--- src/sv/dds_pkg.sv ---
package dds_pkg;

   // field widths
   localparam int CFG_W      = 5;
   localparam int ACT_W      = 3;
   localparam int WIDX_W     = 4;
   localparam int WVAL_W     = 16;
   localparam int RAND_W     = 16;
   localparam int CAT_W      = 4;
   localparam int CSUM_W     = 32;
   localparam int SSUM_W     = 48;
   localparam int MEAN_W     = 24;
   localparam int VAR_W      = 40;
   localparam int VD_W       = 16;
   localparam int CNT_VAL_W  = 16;
   localparam int Q_FRAC     = 8;

   // at most this many categories take part in sampling and reports
   localparam int MAX_REPORT = 16;
   localparam int TOT_W      = WVAL_W + $clog2(MAX_REPORT);
   localparam int DVD_W      = SSUM_W + Q_FRAC;

   localparam int NUM_CATEGORIES_DEF = 16;
   localparam int RANDOM_BITS_DEF    = 16;

   localparam logic [CFG_W-1:0] CFG_RESET = CFG_W'(16);

   localparam logic [ACT_W-1:0] ACT_LOAD   = 3'd0;
   localparam logic [ACT_W-1:0] ACT_SAMPLE = 3'd1;
   localparam logic [ACT_W-1:0] ACT_END    = 3'd2;
   localparam logic [ACT_W-1:0] ACT_REPORT = 3'd3;
   localparam logic [ACT_W-1:0] ACT_CLEAR  = 3'd4;

   typedef struct packed {
      logic             start;
      logic [DVD_W-1:0] dividend;
      logic [VD_W-1:0]  divisor;
   } div_req_type;

   typedef struct packed {
      logic             busy;
      logic             done;
      logic [DVD_W-1:0] quotient;
   } div_rsp_type;

endpackage

--- src/sv/dds_div.sv ---
module dds_div (
   input  logic                 clock,
   input  logic                 reset,
   input  dds_pkg::div_req_type div_req,
   output dds_pkg::div_rsp_type div_rsp
);
   import dds_pkg::*;

   localparam int STEP_W = $clog2(DVD_W);

   logic              busy_ff, busy_in;
   logic              done_ff, done_in;
   logic [STEP_W-1:0] step_ff, step_in;
   logic [VD_W-1:0]   rem_ff, rem_in;
   logic [VD_W-1:0]   dsr_ff, dsr_in;
   logic [DVD_W-1:0]  quo_ff, quo_in;

   logic [VD_W:0]     rem_sh;
   logic [VD_W:0]     diff;
   logic              ge;

   // restoring division, one quotient bit per cycle; dividend shifts out of
   // quo_ff as the quotient shifts in
   assign rem_sh = {rem_ff, quo_ff[DVD_W-1]};
   assign diff   = rem_sh - {1'b0, dsr_ff};
   assign ge     = ~diff[VD_W];

   always_comb begin
      busy_in = busy_ff;
      done_in = 1'b0;
      step_in = step_ff;
      rem_in  = rem_ff;
      dsr_in  = dsr_ff;
      quo_in  = quo_ff;
      if (busy_ff) begin
         rem_in  = ge ? diff[VD_W-1:0] : rem_sh[VD_W-1:0];
         quo_in  = {quo_ff[DVD_W-2:0], ge};
         step_in = step_ff + STEP_W'(1);
         if (step_ff == STEP_W'(DVD_W - 1)) begin
            busy_in = 1'b0;
            done_in = 1'b1;
         end
      end else if (div_req.start) begin
         busy_in = 1'b1;
         step_in = '0;
         rem_in  = '0;
         dsr_in  = div_req.divisor;
         quo_in  = div_req.dividend;
      end
   end

   always_ff @(posedge clock) begin
      if (reset) begin
         busy_ff <= 1'b0;
         done_ff <= 1'b0;
      end else begin
         busy_ff <= busy_in;
         done_ff <= done_in;
      end
      step_ff <= step_in;
      rem_ff  <= rem_in;
      dsr_ff  <= dsr_in;
      quo_ff  <= quo_in;
   end

   assign div_rsp.busy     = busy_ff;
   assign div_rsp.done     = done_ff;
   assign div_rsp.quotient = quo_ff;

endmodule

--- config.mk ---
export PLATFORM = sky130hd
export DESIGN_NAME = dds_div
export DESIGN_NICKNAME = d
export VERILOG_FILES = /design/src/sv/dds_pkg.sv /design/src/sv/dds_div.sv
export SDC_FILE = /design/constraint.sdc
export NUM_CORES = 1
export LEC_CHECK = 0
export BUFFER_PORTS_ARGS = -buffer_cell sky130_fd_sc_hd__buf_2
export CAP_MARGIN = 20
export CORE_UTILIZATION = 53
export DETAILED_ROUTE_END_ITERATION = 10
export PLACE_DENSITY = 0.81
export SLEW_MARGIN = 20
export SYNTH_ARGS = -nofsm -noshare
export SYNTH_HDL_FRONTEND = slang
export SYNTH_SLANG_ARGS = --single-unit
--- constraint.sdc ---
create_clock -name clock -period 3.4 [get_ports clock]
set_input_delay 0.17 -clock clock [delete_from_list [all_inputs] [get_ports clock]]
set_output_delay 0.17 -clock clock [all_outputs]
set_load 0.1 [all_outputs]
==> out/qor.txt, run 1 <==
Status -> completed
Port bufs -> 132
Crit path arrival time -> 2970 ps
R2r endpoint -> rem_ff[7]$_SDFFCE_PN0P_
Worst setup path startpoint -> dsr_ff[0]$_DFFE_PP_
Share of the yosys chip area belonging to registers -> 59.2%
Layout area overhead -> 23.8%
Core Footprint -> 0.00876 mm²
Main synth FF type -> edfxtp_1
Total grt overflow -> 0
Worst-path clk slew -> 100 ps
Post-DP HPWL -> 6.77 mm
Crit path capture type -> flip-flop
Max cap viols -> 0
Unrepaired setup endpoints after global routing -> no
First-pass GRT wire length -> 15.4 mm
Hold path endpoint -> quo_ff[8]$_DFFE_PP_
Worst Hold Margin -> 102 ps
Yosys reg bits -> 96
Post-route ant nets -> 0
Die Area -> 0.00950 mm²
Worst-path fanout max -> 21
Max VDD drop -> 421 µV
Synth area leader -> edfxtp_1
Nets -> 590
Die W -> 97.5 µm
DRT Wirelength -> 9.67 mm
Starting Density -> 55.1%
R2R setup slack -> 550 ps
Overall routing resource usage -> 20.5%
DRT iter0 DRCs -> 121
FMAX -> 351 MHz
Post-synth ARST share -> 0%
H-tree lvl count -> 3
WL/cell -> 15.9 µm
Post-Syn Area -> 0.00483 mm²
Max Slew Vio Count -> 0
Largest net degree at the start of global routing -> 84
Fin. Hold Viols -> 0
Non-Filler Instances -> 610
Synth Warn # -> 0
Area contributors post-synth -> edfxtp_1 58%, mux2_2 13%, ha_1 4.4%, mux2i_1 2.5%, nor2b_1 2.1%
IO Pins -> 133
Final GP Congestion -> 0.833
Worst hold stages -> 2
Hold Startpoint -> div_req[24]
CTS sink count -> 96
Worst-Skew Late Latency -> 360 ps
CTS root buf -> clkbuf_8
Post-synthesis net count -> 440
TritonCTS buffer count -> 9
Worst R2R Path Depth -> 10
Post-route DRC -> 0
Min-delay worst type -> in2reg
Share of cells above drive strength 1 -> 43.0%
Dpl cells -> 577
Least-Margin Pin Slew -> 903 ps
Rows -> 34
Netlist cell types -> 45
Clock tree buffer depth -> 2
Worst path required time -> 3520 ps
Worst r2r src -> dsr_ff[0]$_DFFE_PP_
Post-CTS resize count -> 0
Setup TNS -> 0 ps
CTS tree -> done
First-pass iteration count of the detailed router -> 6
Die height -> 97.5 µm
Ant. Diodes -> 0
Initial antenna violation count -> 0
Vias per cell -> 5.31
Skew final -> 12.3 ps
Mapped Avg Cell Area -> 13.9 µm²
Setup Viol. Count Final -> 0
Pwr dens -> 603 mW/mm²
Final worst path period share -> 83.7%
Synth Instances -> 347
Top cell type's share of synthesized area -> 58.4%
Final min period -> 2850 ps
Critical path launch point type -> flip-flop
Via count of the first global-routing pass -> 3,305
Worst slew margin -> 39.8%
Post-synth EDFFs -> 94
Leak -> 2.56 nW
Crit path kind -> reg2reg
Vias -> 3,239
==> how the worst max path moves through the flow <==
| stage | slack (ps) | cells past startpoint | end |
|---|---|---|---|
| after floorplan | 50 | 11 | rem_ff[2]$_SDFFCE_PN0P_ |
| after global placement | 630 | 10 | rem_ff[7]$_SDFFCE_PN0P_ |
| after detailed placement | 540 | 11 | rem_ff[7]$_SDFFCE_PN0P_ |
| after CTS | 530 | 11 | rem_ff[7]$_SDFFCE_PN0P_ |
| after global routing | 400 | 10 | rem_ff[5]$_SDFFCE_PN0P_ |
| final | 550 | 10 | rem_ff[7]$_SDFFCE_PN0P_ |
==> cell type report <==
cell class	instances	area (µm²)
Clock inverter	7	71.3
Timing Repair Buffer	155	876
Multi-Input combinational cell	215	1840
Fill cell	650	2780
Clock buffer	9	124
Inverter	20	75.1
Tap cell	108	135
Sequential cell	96	2860
==> report_power, final <==
part / total (mW) / internal [mW] / switching (mW)
Sequential: 1.53 / 1.46 / 0.0696
Clock: 0.748 / 0.340 / 0.408
Combinational: 1.32 / 0.396 / 0.927
==> flip-flops by register name, indices dropped and copies added, names as in the netlist <==
name	count
busy_ff	1
done_ff	1
dsr_ff	16
rem_ff	16
step_ff	6
quo_ff	56
==> synthesized netlist by cell type, types with 2 or more instances <==
cell,count
o21ai_0,6
ha_1,17
nor3_1,2
o31ai_1,3
nor2b_1,16
dfxtp_1,2
xnor2_1,10
mux2_2,55
and3_1,2
buf_2,2
a31oi_1,3
nand2b_1,6
nor2_1,12
buf_4,3
and2_1,7
inv_1,20
a21o_1,5
nand3_1,6
a21oi_1,13
buf_6,2
nand2_1,12
clkbuf_1,4
buf_1,5
edfxtp_1,94
xor2_1,6
mux2i_1,12
o211a_1,3
o211ai_1,2
==> layer usage <==
| metal | vias up | track usage, % | routed length (µm) |
|---|---|---|---|
| li1 | 1585 | - | - |
| met1 | 1525 | 25.3 | 4190 |
| met2 | 110 | 34.3 | 4690 |
| met3 | 19 | 5.32 | 604 |
| met4 | 0 | 7.92 | 187 |
| met5 | - | 0 | 0 |
==> per-stage QoR <==
| stage | area [µm²] | power [mW] | setup slack (ps) | utilization, % |
|---|---|---|---|---|
| final | 5980 | 3.60 | 555 | 68.2 |
| after CTS | 5980 | 3.63 | 531 | 68.2 |
| after detailed placement | 5620 | 2.87 | 544 | 64.1 |
| after floorplan | 4850 | 2.64 | 51.1 | - |
| after global placement | 5620 | 2.83 | 634 | 64.1 |
| after global routing | 5980 | 3.76 | 402 | 68.2 |
==> logic make-up (layout without fill, tap and decap cells) <==
logic type / Yosys count / count (layout) / share of synthesized area (%)
AOI/OAI and AO/OA: 47 / 47 / 6.91
xor gates and xnor gates: 16 / 16 / 2.90
adders and majority gates: 18 / 18 / 4.82
buffers and inverters: 36 / 191 / 3.39
DFF: 96 / 96 / 59.2
muxes: 67 / 67 / 15.3
and+or+nand+nor: 67 / 67 / 7.43
==> critical path, stage by stage, from the launching register on <==
cell and delay [ps]:
edfxtp_1 380, ha_2 210, fa_2 360, nand2b_4 160, a21oi_4 200, a31oi_4 120
o31a_1 330, a311oi_4 190, buf_4 350, mux2i_1 240, nor2b_1 60
==> cell usage in the layout, fill, tap and decap left out, drive strengths merged, types with 2 or more instances in the layout <==
| master | n |
|---|---|
| nand3 | 6 |
| and2 | 7 |
| o211a | 3 |
| clkbuf | 9 |
| a21o | 5 |
| mux2i | 12 |
| dlygate4sd3 | 17 |
| ha | 17 |
| mux2 | 55 |
| o211ai | 2 |
| edfxtp | 94 |
| nor3 | 2 |
| nor2 | 12 |
| nand2b | 7 |
| nor2b | 16 |
| dfxtp | 2 |
| a311oi | 2 |
| o31ai | 3 |
| xnor2 | 10 |
| a21oi | 14 |
| a31oi | 4 |
| nand2 | 12 |
| xor2 | 6 |
| nand4 | 2 |
| and3 | 2 |
| clkinv | 4 |
| buf | 138 |
| o21ai | 7 |
| inv | 21 |
==> what timing repair did <==
action	CTS	global route
buffers inserted	0	0
hold buffers	17	0
hold endpoints to repair	18	0
setup endpoints to repair	0	0
Power figures use the tool's default switching activity.
==> inputs of run 2 (changes only) <==
Clock period 3.4 ns to 2.7 ns, I/O delays scaled along.
==> run 2 against run 1 <==
Effect of this change:
- the flow now finishes with violations (negative setup slack)
- wire length is 2.5% higher
- cell area grew 1.4%
- first-iteration DRC count up 20%
- register-to-register slack lost 560 ps
- die area did not move
==> out/qor.txt, run 2 (synthesis gave the netlist of run 1 again) <==
Internal power -> 2.83 mW
Unrepaired setup endpoints after global routing -> yes
Max VDD drop -> 514 µV
Overall routing resource usage -> 21.2%
Vias per cell -> 5.44
DRT iter0 DRCs -> 145
Most frequent cells in the layout -> 132 x buf_2, 94 x edfxtp_1, 55 x mux2_2
Worst path required time -> 2810 ps
TritonCTS buffer count -> 9
Non-Filler Instances -> 617
WL/cell -> 16.1 µm
Skew final -> 13.2 ps
Max cap viols -> 0
Slowest cell on crit path -> edfxtp_1
Post-route cell area -> 0.00606 mm²
First-pass iteration count of the detailed router -> 4
Setup Viol. Count Final -> 2
Layout area overhead -> 25.5%
Final GP Congestion -> 0.865
Crit path arrival time -> 2810 ps
Status -> finished, violations left
Seq pwr share -> 41.9%
Via count of the first global-routing pass -> 3,458
Share of cells above drive strength 1 -> 43.8%
Post-DP HPWL -> 7.02 mm
First-pass GRT wire length -> 16.0 mm
Max Slew Vio Count -> 0
Violations in the final reports -> negative setup slack
H-tree lvl count -> 3
Crit-path max cell delay -> 390 ps
Total grt overflow -> 0
Min-delay worst type -> in2reg
Worst-Skew Late Latency -> 360 ps
Worst setup path startpoint -> dsr_ff[0]$_DFFE_PP_
IO Pins -> 133
CTS root buf -> clkbuf_8
Met3 usage -> 4.89%
Final worst path period share -> 100%
GR Layer Usage met2 -> 36.3%
Pwr dens -> 761 mW/mm²
Least-Margin Pin Slew -> 940 ps
Die W -> 97.5 µm
Rows -> 34
Post-route DRC -> 0
Fin. Hold Viols -> 0
Net switching power -> 1.78 mW
Crit path capture type -> flip-flop
Combinational Power Share -> 37.9%
Max reg flops -> 56
Final setup margin -> -5.88 ps
Gr busiest metal -> met2
Top reg by flops -> quo_ff
Ant. Diodes -> 0
Nets -> 597
Final min period -> 2710 ps
Die Area -> 0.00950 mm²
Total Power -> 4.61 mW
Starting Density -> 55.1%
Routing usage on met1 -> 25.5%
Commonest non-fill, non-tap cell in the layout -> buf_2
Worst Hold Margin -> 69.1 ps
Sw frac -> 38.6%
Leak -> 2.60 nW
Utilization after layout -> 69.2%
Post-route ant nets -> 0
Initial antenna violation count -> 0
Crit path kind -> reg2reg
Largest net degree at the start of global routing -> 84
CTS tree -> done
FMAX -> 370 MHz
Clock share of power -> 20.2%
CTS sink count -> 96
Largest registers -> quo_ff (56), dsr_ff (16), rem_ff (16)
Worst-path fanout max -> 15
Die height -> 97.5 µm
Clock tree buffer depth -> 2
Dpl cells -> 580
DRT Wirelength -> 9.91 mm
Post-DP Area -> 0.00567 mm²
Port bufs -> 132
Worst r2r src -> dsr_ff[0]$_DFFE_PP_
Worst-path clk slew -> 100 ps
Critical path launch point type -> flip-flop
Hold Startpoint -> div_req[42]
Worst slew margin -> 37.3%
Crit path cell chain -> ha_2 > fa_2 > nand2b_4 > a21oi_4 > a31oi_4 > o31a_1 > a311oi_4 > buf_12 > mux2i_1 > nor2b_1
Vias -> 3,355
Core Footprint -> 0.00876 mm²
==> run 2: changes by cell type in the layout (fill, tap and decap cells not counted), moves of 2 or more <==
cell,change
buf_4,+4
clkbuf_1,+3
clkinv_1,-2
buf_12,+2
==> run 2: through the flow <==
| stage | TNS [ps] | setup WS, ps |
|---|---|---|
| 2_1_floorplan | -9650 | -610 |
| 3_3_place_gp | 0 | 70.7 |
| 3_5_place_dp | -32.4 | -18.7 |
| 4_1_cts | -72.2 | -30.2 |
| 5_1_grt | -1790 | -151 |
| 6_report | -11.5 | -5.88 |
==> run 2: repair_timing <==
item,CTS,global route
buffers inserted,0,4
hold buffers,17,0
setup endpoints to repair,7,16
gates cloned,0,0
gates resized for setup,1,0
hold endpoints to repair,18,0
==> run 2: final cells by class <==
| cell class | count | area, µm² |
|---|---|---|
| Clock inverter | 4 | 55.1 |
| Sequential cell | 96 | 2860 |
| Inverter | 20 | 78.8 |
| Tap cell | 108 | 135 |
| Timing Repair Buffer | 162 | 957 |
| Multi-Input combinational cell | 215 | 1840 |
| Fill cell | 621 | 2700 |
| Clock buffer | 12 | 135 |
==> run 2: final timing paths <==
kind                        endpoint  slack (ps)  depth (start not counted)
max          rem_ff[4]$_SDFFCE_PN0P_          -6                         10
min             quo_ff[26]$_DFFE_PP_          70                          2
max reg2reg  rem_ff[4]$_SDFFCE_PN0P_          -6                         10
min reg2reg     quo_ff[52]$_DFFE_PP_         580                          1
==> run 2: power groups by stage <==
stage          Clock, mW  Sequential (mW)  Combinational (mW)
3_3_place_gp           0             1.96                1.66
3_5_place_dp           0             1.96                1.70
6_report           0.932             1.93                1.75
2_1_floorplan          0             2.60               0.725
4_1_cts            0.947             1.93                1.73
5_1_grt            0.994             1.95                1.85
==> run 2: worst max-delay path: cells and delay by family, from the launching register on <==
| kind | cells | cell delay [ps] |
|---|---|---|
| AO/OA/AOI/OAI | 4 | 880 |
| adder cells (fa/ha/maj) | 2 | 560 |
| buffers and inverters | 1 | 200 |
| AND/OR/NAND/NOR | 2 | 210 |
| flip-flops | 1 | 390 |
| multiplexers | 1 | 200 |
==> run 2: layer usage <==
layer	vias to the layer above	wire (µm)
met5	-	0
met4	0	215
met3	16	616
met2	127	5000
met1	1612	4080
li1	1600	-
